===== src/design/pfa_pkg.sv =====
// types and constants for the partition fit allocator
// no dependencies
package pfa_pkg;
  localparam int TableDepth = 16;
  localparam int AddrWidth = 20;
  localparam int LenWidth = 21;
  localparam int IdWidth = 16;
  localparam int ThrWidth = 20;
  localparam int IdxWidth = $clog2(TableDepth);
  localparam int CfgWidth = 20;
  localparam int CfgIdxWidth = 1;

  localparam logic [CfgIdxWidth-1:0] CfgFitPolicy = 1'd0;
  localparam logic [CfgIdxWidth-1:0] CfgThreshold = 1'd1;
  localparam logic [ThrWidth-1:0] ThresholdReset = 20'd5;

  localparam logic OpAdd = 1'b0;
  localparam logic OpAlloc = 1'b1;

  typedef enum logic [1:0] {
    FitFirst = 2'd0,
    FitBest = 2'd1,
    FitWorst = 2'd2,
    FitNext = 2'd3
  } fit_t;

  typedef enum logic [1:0] {
    StatOk = 2'd0,
    StatNoFit = 2'd1,
    StatEmpty = 2'd2,
    StatFull = 2'd3
  } status_t;

  typedef enum logic [1:0] {
    StIdle,
    StScan,
    StUpdate,
    StDone
  } state_t;

  typedef struct packed {
    logic opcode;
    logic [IdWidth-1:0] process_id;
    logic [AddrWidth-1:0] block_start;
    logic [LenWidth-1:0] request_size;
  } cmd_t;

  typedef struct packed {
    logic [1:0] status;
    logic [IdWidth-1:0] granted_id;
    logic [AddrWidth-1:0] granted_address;
    logic [LenWidth-1:0] granted_size;
  } result_t;

  typedef struct packed {
    logic valid;
    logic [AddrWidth-1:0] address;
    logic [LenWidth-1:0] length;
  } slot_t;
endpackage


===== src/design/pfa_compare.sv =====
// shared compare unit: decides whether a candidate slot beats the current pick
// depends on pfa_pkg
module pfa_compare (
  input  pfa_pkg::fit_t                     policy,
  input  logic [pfa_pkg::AddrWidth-1:0]     roving,
  input  logic [pfa_pkg::LenWidth-1:0]      request,
  input  pfa_pkg::slot_t                    cand,
  input  logic                              have_pick,
  input  pfa_pkg::slot_t                    pick,
  output logic                              take
);
  import pfa_pkg::*;
  logic fits, prefer, ca, pa;
  always_comb begin
    fits = cand.valid && (cand.length >= request);
    ca = cand.address >= roving;
    pa = pick.address >= roving;
    prefer = cand.address < pick.address;
    unique case (policy)
      FitBest: if (cand.length != pick.length) prefer = cand.length < pick.length;
      FitWorst: if (cand.length != pick.length) prefer = cand.length > pick.length;
      FitNext: if (ca != pa) prefer = ca;
      default: ;
    endcase
    take = fits && (!have_pick || prefer);
  end
endmodule


===== src/design/partition_fit_allocator_top.sv =====
// partition fit allocator top level: slot table, scan sequencer, result register
// depends on pfa_pkg and pfa_compare
// An add goes through the update and done states; an allocate first has
// the shared compare unit visit the 16 table slots one per cycle, then the
// update state writes the chosen slot and the done state drives the result.
// busy is high from the accepting edge until the result cycle ends; done
// pulses one cycle with the result and the receiver cannot stall it.
module partition_fit_allocator_top (
  input  logic                              clk,
  input  logic                              rst,
  input  logic                              start,
  input  pfa_pkg::cmd_t                     cmd,
  output logic                              busy,
  output logic                              done,
  output pfa_pkg::result_t                  result,
  input  logic                              cfg_we,
  input  logic [pfa_pkg::CfgIdxWidth-1:0]   cfg_index,
  input  logic [pfa_pkg::CfgWidth-1:0]      cfg_data
);
  import pfa_pkg::*;

  state_t state, state_next;
  logic [TableDepth-1:0] slot_valid;
  logic [AddrWidth-1:0] slot_address [TableDepth];
  logic [LenWidth-1:0] slot_length [TableDepth];
  logic [AddrWidth-1:0] roving;
  fit_t policy;
  logic [ThrWidth-1:0] threshold;
  cmd_t item;
  logic [IdxWidth-1:0] idx, pick_idx, free_idx;
  logic have_pick, any, have_free;
  slot_t cand, pick;
  logic take;
  logic [LenWidth-1:0] leftover;

  assign cand = '{slot_valid[idx], slot_address[idx], slot_length[idx]};
  assign pick = '{1'b1, slot_address[pick_idx], slot_length[pick_idx]};
  assign leftover = slot_length[pick_idx] - item.request_size;

  pfa_compare u_cmp (
    .policy(policy), .roving(roving), .request(item.request_size),
    .cand(cand), .have_pick(have_pick), .pick(pick), .take(take)
  );

  always_comb begin
    state_next = state;
    unique case (state)
      StIdle: if (start) state_next = (cmd.opcode == OpAlloc) ? StScan : StUpdate;
      StScan: if (idx == IdxWidth'(TableDepth - 1)) state_next = StUpdate;
      StUpdate: state_next = StDone;
      StDone: state_next = StIdle;
      default: state_next = StIdle;
    endcase
  end

  assign busy = (state != StIdle);

  always_ff @(posedge clk) begin
    if (rst) begin
      state <= StIdle;
      slot_valid <= '0;
      roving <= '0;
      policy <= FitFirst;
      threshold <= ThresholdReset;
      done <= 1'b0;
    end else begin
      state <= state_next;
      done <= (state == StUpdate);
      if (cfg_we) begin
        unique case (cfg_index)
          CfgFitPolicy: policy <= fit_t'(cfg_data[1:0]);
          CfgThreshold: threshold <= cfg_data[ThrWidth-1:0];
          default: ;
        endcase
      end
      if (state == StUpdate) begin
        if (item.opcode == OpAdd) begin
          if (have_free) slot_valid[free_idx] <= 1'b1;
        end else if (any && have_pick) begin
          if (leftover <= LenWidth'(threshold)) slot_valid[pick_idx] <= 1'b0;
          if (policy == FitNext) begin
            roving <= slot_address[pick_idx] + ((leftover > LenWidth'(threshold))
              ? item.request_size[AddrWidth-1:0] : slot_length[pick_idx][AddrWidth-1:0]);
          end
        end
      end
    end
  end

  always_ff @(posedge clk) begin
    if (state == StIdle && start) begin
      item <= cmd;
      idx <= '0;
      have_pick <= 1'b0;
      any <= 1'b0;
      pick_idx <= '0;
    end
    if (state == StScan) begin
      idx <= idx + IdxWidth'(1);
      if (cand.valid) any <= 1'b1;
      if (take) begin
        have_pick <= 1'b1;
        pick_idx <= idx;
      end
    end
    if (state == StUpdate) begin
      result.granted_id <= item.process_id;
      result.granted_address <= '0;
      result.granted_size <= '0;
      if (item.opcode == OpAdd) begin
        result.status <= have_free ? StatOk : StatFull;
        if (have_free) begin
          slot_address[free_idx] <= item.block_start;
          slot_length[free_idx] <= item.request_size;
        end
      end else if (!any) begin
        result.status <= StatEmpty;
      end else if (!have_pick) begin
        result.status <= StatNoFit;
      end else begin
        result.status <= StatOk;
        result.granted_address <= slot_address[pick_idx];
        if (leftover > LenWidth'(threshold)) begin
          result.granted_size <= item.request_size;
          slot_address[pick_idx] <= slot_address[pick_idx]
            + item.request_size[AddrWidth-1:0];
          slot_length[pick_idx] <= leftover;
        end else begin
          result.granted_size <= slot_length[pick_idx];
        end
      end
    end
  end

  // lowest empty slot, priority encoder
  always_comb begin
    have_free = 1'b0;
    free_idx = '0;
    for (int i = TableDepth - 1; i >= 0; i--) begin
      if (!slot_valid[i]) begin
        have_free = 1'b1;
        free_idx = IdxWidth'(i);
      end
    end
  end
endmodule


===== config.mk =====
export PLATFORM = sky130hd
export DESIGN_NAME = partition_fit_allocator_top
export DESIGN_NICKNAME = d
export VERILOG_FILES = /design/src/design/pfa_pkg.sv /design/src/design/pfa_compare.sv /design/src/design/partition_fit_allocator_top.sv
export SDC_FILE = /design/constraint.sdc
export NUM_CORES = 1
export LEC_CHECK = 0
export BUFFER_PORTS_ARGS = -buffer_cell sky130_fd_sc_hd__buf_4
export CAP_MARGIN = 10
export CORE_AREA = 3 3 261 263
export CTS_BUF_LIST = sky130_fd_sc_hd__clkbuf_8
export CTS_CLUSTER_SIZE = 10
export DETAILED_ROUTE_END_ITERATION = 12
export DIE_AREA = 0 0 264 266
export GPL_ROUTABILITY_DRIVEN = 0
export PLACE_DENSITY = 0.8
export SYNTH_ARGS = -nofsm -noshare
export SYNTH_HDL_FRONTEND = slang
export SYNTH_SLANG_ARGS = --single-unit

===== constraint.sdc =====
create_clock -name clk -period 13.4 [get_ports clk]
set_clock_uncertainty 0.15 [all_clocks]
set_input_delay 2.68 -clock clk [delete_from_list [all_inputs] [get_ports clk]]
set_output_delay 2.68 -clock clk [all_outputs]
set_load 0.005 [all_outputs]

==> metrics.txt <==
# TYPE chip_impl_metric gauge
chip_impl_metric{name="power_density",unit="nW/um2"} 178
chip_impl_info{name="synth.cells.most_frequent",value="777 x sky130_fd_sc_hd__edfxtp_1, 414 x sky130_fd_sc_hd__mux4_2, 184 x sky130_fd_sc_hd__ha_1"} 1
chip_impl_metric{name="start_util",unit="%"} 64.9
chip_impl_metric{name="grt_pass1_vias",unit=""} 27888
chip_impl_info{name="cts_tree",value="yes"} 1
chip_impl_metric{name="synth_async_sr_flop_share",unit="%"} 0
chip_impl_metric{name="sw_pwr",unit="mW"} 2.90
chip_impl_info{name="critPathCaptureType",value="flip-flop"} 1
chip_impl_metric{name="ys_ff_latch",unit=""} 848
chip_impl_metric{name="cap_viol_max_count",unit=""} 0
chip_impl_metric{name="yosysSeqAreaShare",unit="%"} 57.9
chip_impl_metric{name="clkTransAtPathRegs",unit="ps"} 60
chip_impl_metric{name="postCtsHoldBufs",unit=""} 0
chip_impl_metric{name="yosysWarningCount",unit=""} 0
chip_impl_metric{name="place_area",unit="um2"} 45000
chip_impl_metric{name="fin_crit",unit="ps"} 10830
chip_impl_metric{name="post-route-cell-area",unit="um2"} 47500
chip_impl_info{name="clock_tree.root_cell",value="sky130_fd_sc_hd__clkbuf_8"} 1
chip_impl_metric{name="first_pass_iters",unit=""} 6
chip_impl_metric{name="num_rows",unit=""} 94
chip_impl_metric{name="critPathBufInv",unit=""} 6
chip_impl_metric{name="cts-root-to-sink-buffers",unit=""} 3
chip_impl_metric{name="worst_endpoint_data_arrival_time",unit="ps"} 11400
chip_impl_metric{name="setup-tns-final",unit="ps"} 0
chip_impl_metric{name="final_net_count",unit=""} 3084
chip_impl_info{name="status",value="finished clean"} 1
chip_impl_metric{name="grt_first_pass_wirelength",unit="um"} 176000
chip_impl_metric{name="die_width",unit="um"} 264
chip_impl_metric{name="htree_levels",unit=""} 4
chip_impl_metric{name="slew_headroom",unit="%"} 24.7
chip_impl_metric{name="final_instance_count_excl_fillers",unit=""} 3788
chip_impl_metric{name="dr_total_vias",unit=""} 27246
chip_impl_metric{name="final.period_utilization",unit="%"} 80.9
chip_impl_metric{name="synth_enable_flop_cells",unit=""} 777
chip_impl_info{name="area_contributors_post_synth",value="sky130_fd_sc_hd__edfxtp_1 55%, sky130_fd_sc_hd__mux4_2 22%, sky130_fd_sc_hd__ha_1 5.4%"} 1
chip_impl_metric{name="timing.final.hold_violations",unit=""} 0
chip_impl_metric{name="vdd.ir_drop.worst",unit="V"} 0.000146
chip_impl_metric{name="global_route.usage.total",unit="%"} 34.3
chip_impl_metric{name="die_area",unit="um2"} 70200
chip_impl_metric{name="worst_skew_pair.late_latency",unit="ps"} 810
chip_impl_metric{name="cell_internal_pwr",unit="mW"} 5.55
chip_impl_metric{name="io_pins",unit=""} 144
chip_impl_metric{name="drt_iter0_markers",unit=""} 3773
chip_impl_metric{name="synth_nets",unit=""} 2877
chip_impl_metric{name="numPortBuffers",unit=""} 143
chip_impl_metric{name="cts-buffers-inserted",unit=""} 139
chip_impl_info{name="setup.worst_path.start_class",value="flip-flop"} 1
chip_impl_info{name="synth_ff_type",value="sky130_fd_sc_hd__edfxtp_1"} 1
chip_impl_metric{name="grt_start_max_net_pins",unit=""} 141
chip_impl_metric{name="postSynthCellCount",unit=""} 2607
chip_impl_metric{name="worstPathRequired",unit="ps"} 13970
chip_impl_metric{name="critical_path.max_fanout",unit=""} 43
chip_impl_info{name="cp_top_family",value="compound AO/OA/AOI/OAI gates"} 1
chip_impl_metric{name="globalRouteOverflowTotal",unit=""} 0
chip_impl_metric{name="tightest_slew",unit="ps"} 1100
chip_impl_metric{name="seq_power_share",unit="%"} 38.7
chip_impl_metric{name="cts_sinks",unit=""} 848
chip_impl_metric{name="post_synth.cell_area_avg",unit="um2"} 16.4
chip_impl_metric{name="synth_top_cell_area_share",unit="%"} 54.6
chip_impl_metric{name="power.clock.fraction",unit="%"} 24.7
chip_impl_metric{name="slowest_delay",unit="ps"} 910
chip_impl_metric{name="post_cts_resize_count",unit=""} 0
chip_impl_metric{name="core_area",unit="um2"} 65900
chip_impl_metric{name="ant_nets",unit=""} 0
chip_impl_metric{name="wl",unit="um"} 118000
chip_impl_info{name="crit_slowest_cell",value="sky130_fd_sc_hd__dfxtp_4"} 1
chip_impl_info{name="yosysMostFrequentCell",value="sky130_fd_sc_hd__edfxtp_1"} 1
chip_impl_metric{name="share_comb_of_total_power",unit="%"} 36.6
chip_impl_metric{name="dpl.hpwl",unit="um"} 72100
chip_impl_info{name="grt_setup_unrepaired",value="no"} 1
chip_impl_metric{name="fp.dieH",unit="um"} 266
chip_impl_metric{name="post_route_worst_hold_slack",unit="ps"} 263
chip_impl_metric{name="dpl.cell_count",unit=""} 3536
chip_impl_metric{name="remaining_drc_errors",unit=""} 0
chip_impl_metric{name="final_core_area_utilization",unit="%"} 72.2
chip_impl_metric{name="wire_length_per_cell",unit="um"} 31.2
chip_impl_metric{name="vias_per_cell",unit=""} 7.19
chip_impl_info{name="timing.hold.worst.class",value="reg2reg"} 1
chip_impl_info{name="post-synth-top-area-cell",value="sky130_fd_sc_hd__edfxtp_1"} 1
chip_impl_metric{name="yosys.cell_types.count",unit=""} 67
chip_impl_metric{name="slew_viol_final",unit=""} 0
chip_impl_metric{name="area_growth",unit="%"} 11.2
chip_impl_metric{name="timing.fmax",unit="MHz"} 92.3
chip_impl_metric{name="antenna_found_initial",unit=""} 2
chip_impl_metric{name="setup_viol_count_final",unit=""} 0
chip_impl_metric{name="leakage",unit="nW"} 16.2
chip_impl_info{name="critPathKind",value="reg2reg"} 1
chip_impl_metric{name="syn_area",unit="um2"} 42800
chip_impl_metric{name="cts_post_setup_buffers_inserted",unit=""} 0
chip_impl_metric{name="layout-drive-gt1-share",unit="%"} 29.0
chip_impl_metric{name="power.share.switching",unit="%"} 34.3
registers in the layout (all words and copies together), names as in the netlist, named ones only:
name          flops
any               1
done              1
have_pick         1
idx               4
item             58
pick_idx          4
policy            2
result           59
roving           20
slot_address    320
slot_length     336
slot_valid       16
state             2
threshold        20
cell type report:
class / count / area, um2
Clock buffer: 152 / 2090
Inverter: 142 / 533
Tap cell: 864 / 1080
Multi-Input combinational cell: 1488 / 17100
Timing Repair Buffer: 195 / 1490
Sequential cell: 848 / 24800
Antenna cell: 1 / 2.50
Clock inverter: 98 / 450
Fill cell: 3976 / 18300
logic make-up after synthesis:
group	after synthesis	share of synthesized area (%)
fa+ha+maj	187	5.52
xor+xnor	52	1.10
simple gates	412	4.66
flops	848	57.9
mux	447	22.6
compound gates	390	5.72
buf+inv	271	2.47
worst reg2reg max path: cells and delay by family (launching register included):
family | cells | cell delay [ps]
compound gates | 17 | 4340
buf+inv | 6 | 1610
fa+ha+maj | 5 | 1410
mux | 2 | 1160
flops | 1 | 910
simple gates | 5 | 810
xor+xnor | 2 | 350
layout by cell type (no fill, tap or decap), types with 7 or more instances in the layout:
cell	n
sky130_fd_sc_hd__a21oi_1	108
sky130_fd_sc_hd__clkinv_2	14
sky130_fd_sc_hd__clkinv_1	18
sky130_fd_sc_hd__nor2b_1	21
sky130_fd_sc_hd__ha_1	183
sky130_fd_sc_hd__o21a_1	12
sky130_fd_sc_hd__buf_4	193
sky130_fd_sc_hd__a21o_1	53
sky130_fd_sc_hd__nand2b_1	19
sky130_fd_sc_hd__o211ai_1	9
sky130_fd_sc_hd__a211oi_1	13
sky130_fd_sc_hd__nor2_4	12
sky130_fd_sc_hd__nor3_1	25
sky130_fd_sc_hd__nand3_1	31
sky130_fd_sc_hd__dfxtp_1	63
sky130_fd_sc_hd__and2_1	28
sky130_fd_sc_hd__nand4_1	23
sky130_fd_sc_hd__nor2_1	67
sky130_fd_sc_hd__nand2_1	141
sky130_fd_sc_hd__edfxtp_1	777
sky130_fd_sc_hd__xor2_1	17
sky130_fd_sc_hd__mux2_2	22
sky130_fd_sc_hd__o21ai_1	7
sky130_fd_sc_hd__o21ai_0	100
sky130_fd_sc_hd__or2_2	7
sky130_fd_sc_hd__mux4_2	414
sky130_fd_sc_hd__mux2i_1	11
sky130_fd_sc_hd__o31ai_1	9
sky130_fd_sc_hd__clkbuf_8	152
sky130_fd_sc_hd__a31oi_1	10
sky130_fd_sc_hd__nand3b_1	9
sky130_fd_sc_hd__xnor2_1	34
sky130_fd_sc_hd__inv_1	197
sky130_fd_sc_hd__o311ai_0	15
sky130_fd_sc_hd__or3_1	11
metrics by stage:
step | worst slack [ps] | power (mW)
finish | 2570 | 8.45
global route | 1990 | 8.85
CTS | 2820 | 8.42
detailed placement | 2840 | 6.33
global placement | 3200 | 6.22
floorplan | 3680 | 5.42
power groups by stage:
| stage | sequential, mW | clock (mW) | combinational (mW) |
|---|---|---|---|
| floorplan | 3.22 | 0 | 2.19 |
| global placement | 3.31 | 0 | 2.90 |
| detailed placement | 3.32 | 0 | 3.01 |
| CTS | 3.27 | 2.11 | 3.04 |
| global route | 3.28 | 2.23 | 3.33 |
| finish | 3.27 | 2.09 | 3.09 |
routing by layer:
metal / track usage (%) / wire length [um]
met3: 9.81 / 16300
met1: 47.1 / 42000
met4: 15.8 / 5390
met2: 52.0 / 54600
met5: 0 / 12
final timing paths:
| kind | start | end | slack [ps] | cells past startpoint |
|---|---|---|---|---|
| setup / recovery | pick_idx[0] | roving[18] | 2570 | 37 |
| hold / removal | item[49] | result[49] | 260 | 0 |
| setup reg to reg | pick_idx[0] | roving[18] | 2570 | 37 |
| hold reg to reg | item[49] | result[49] | 260 | 0 |
Power figures use the tool's default switching activity.
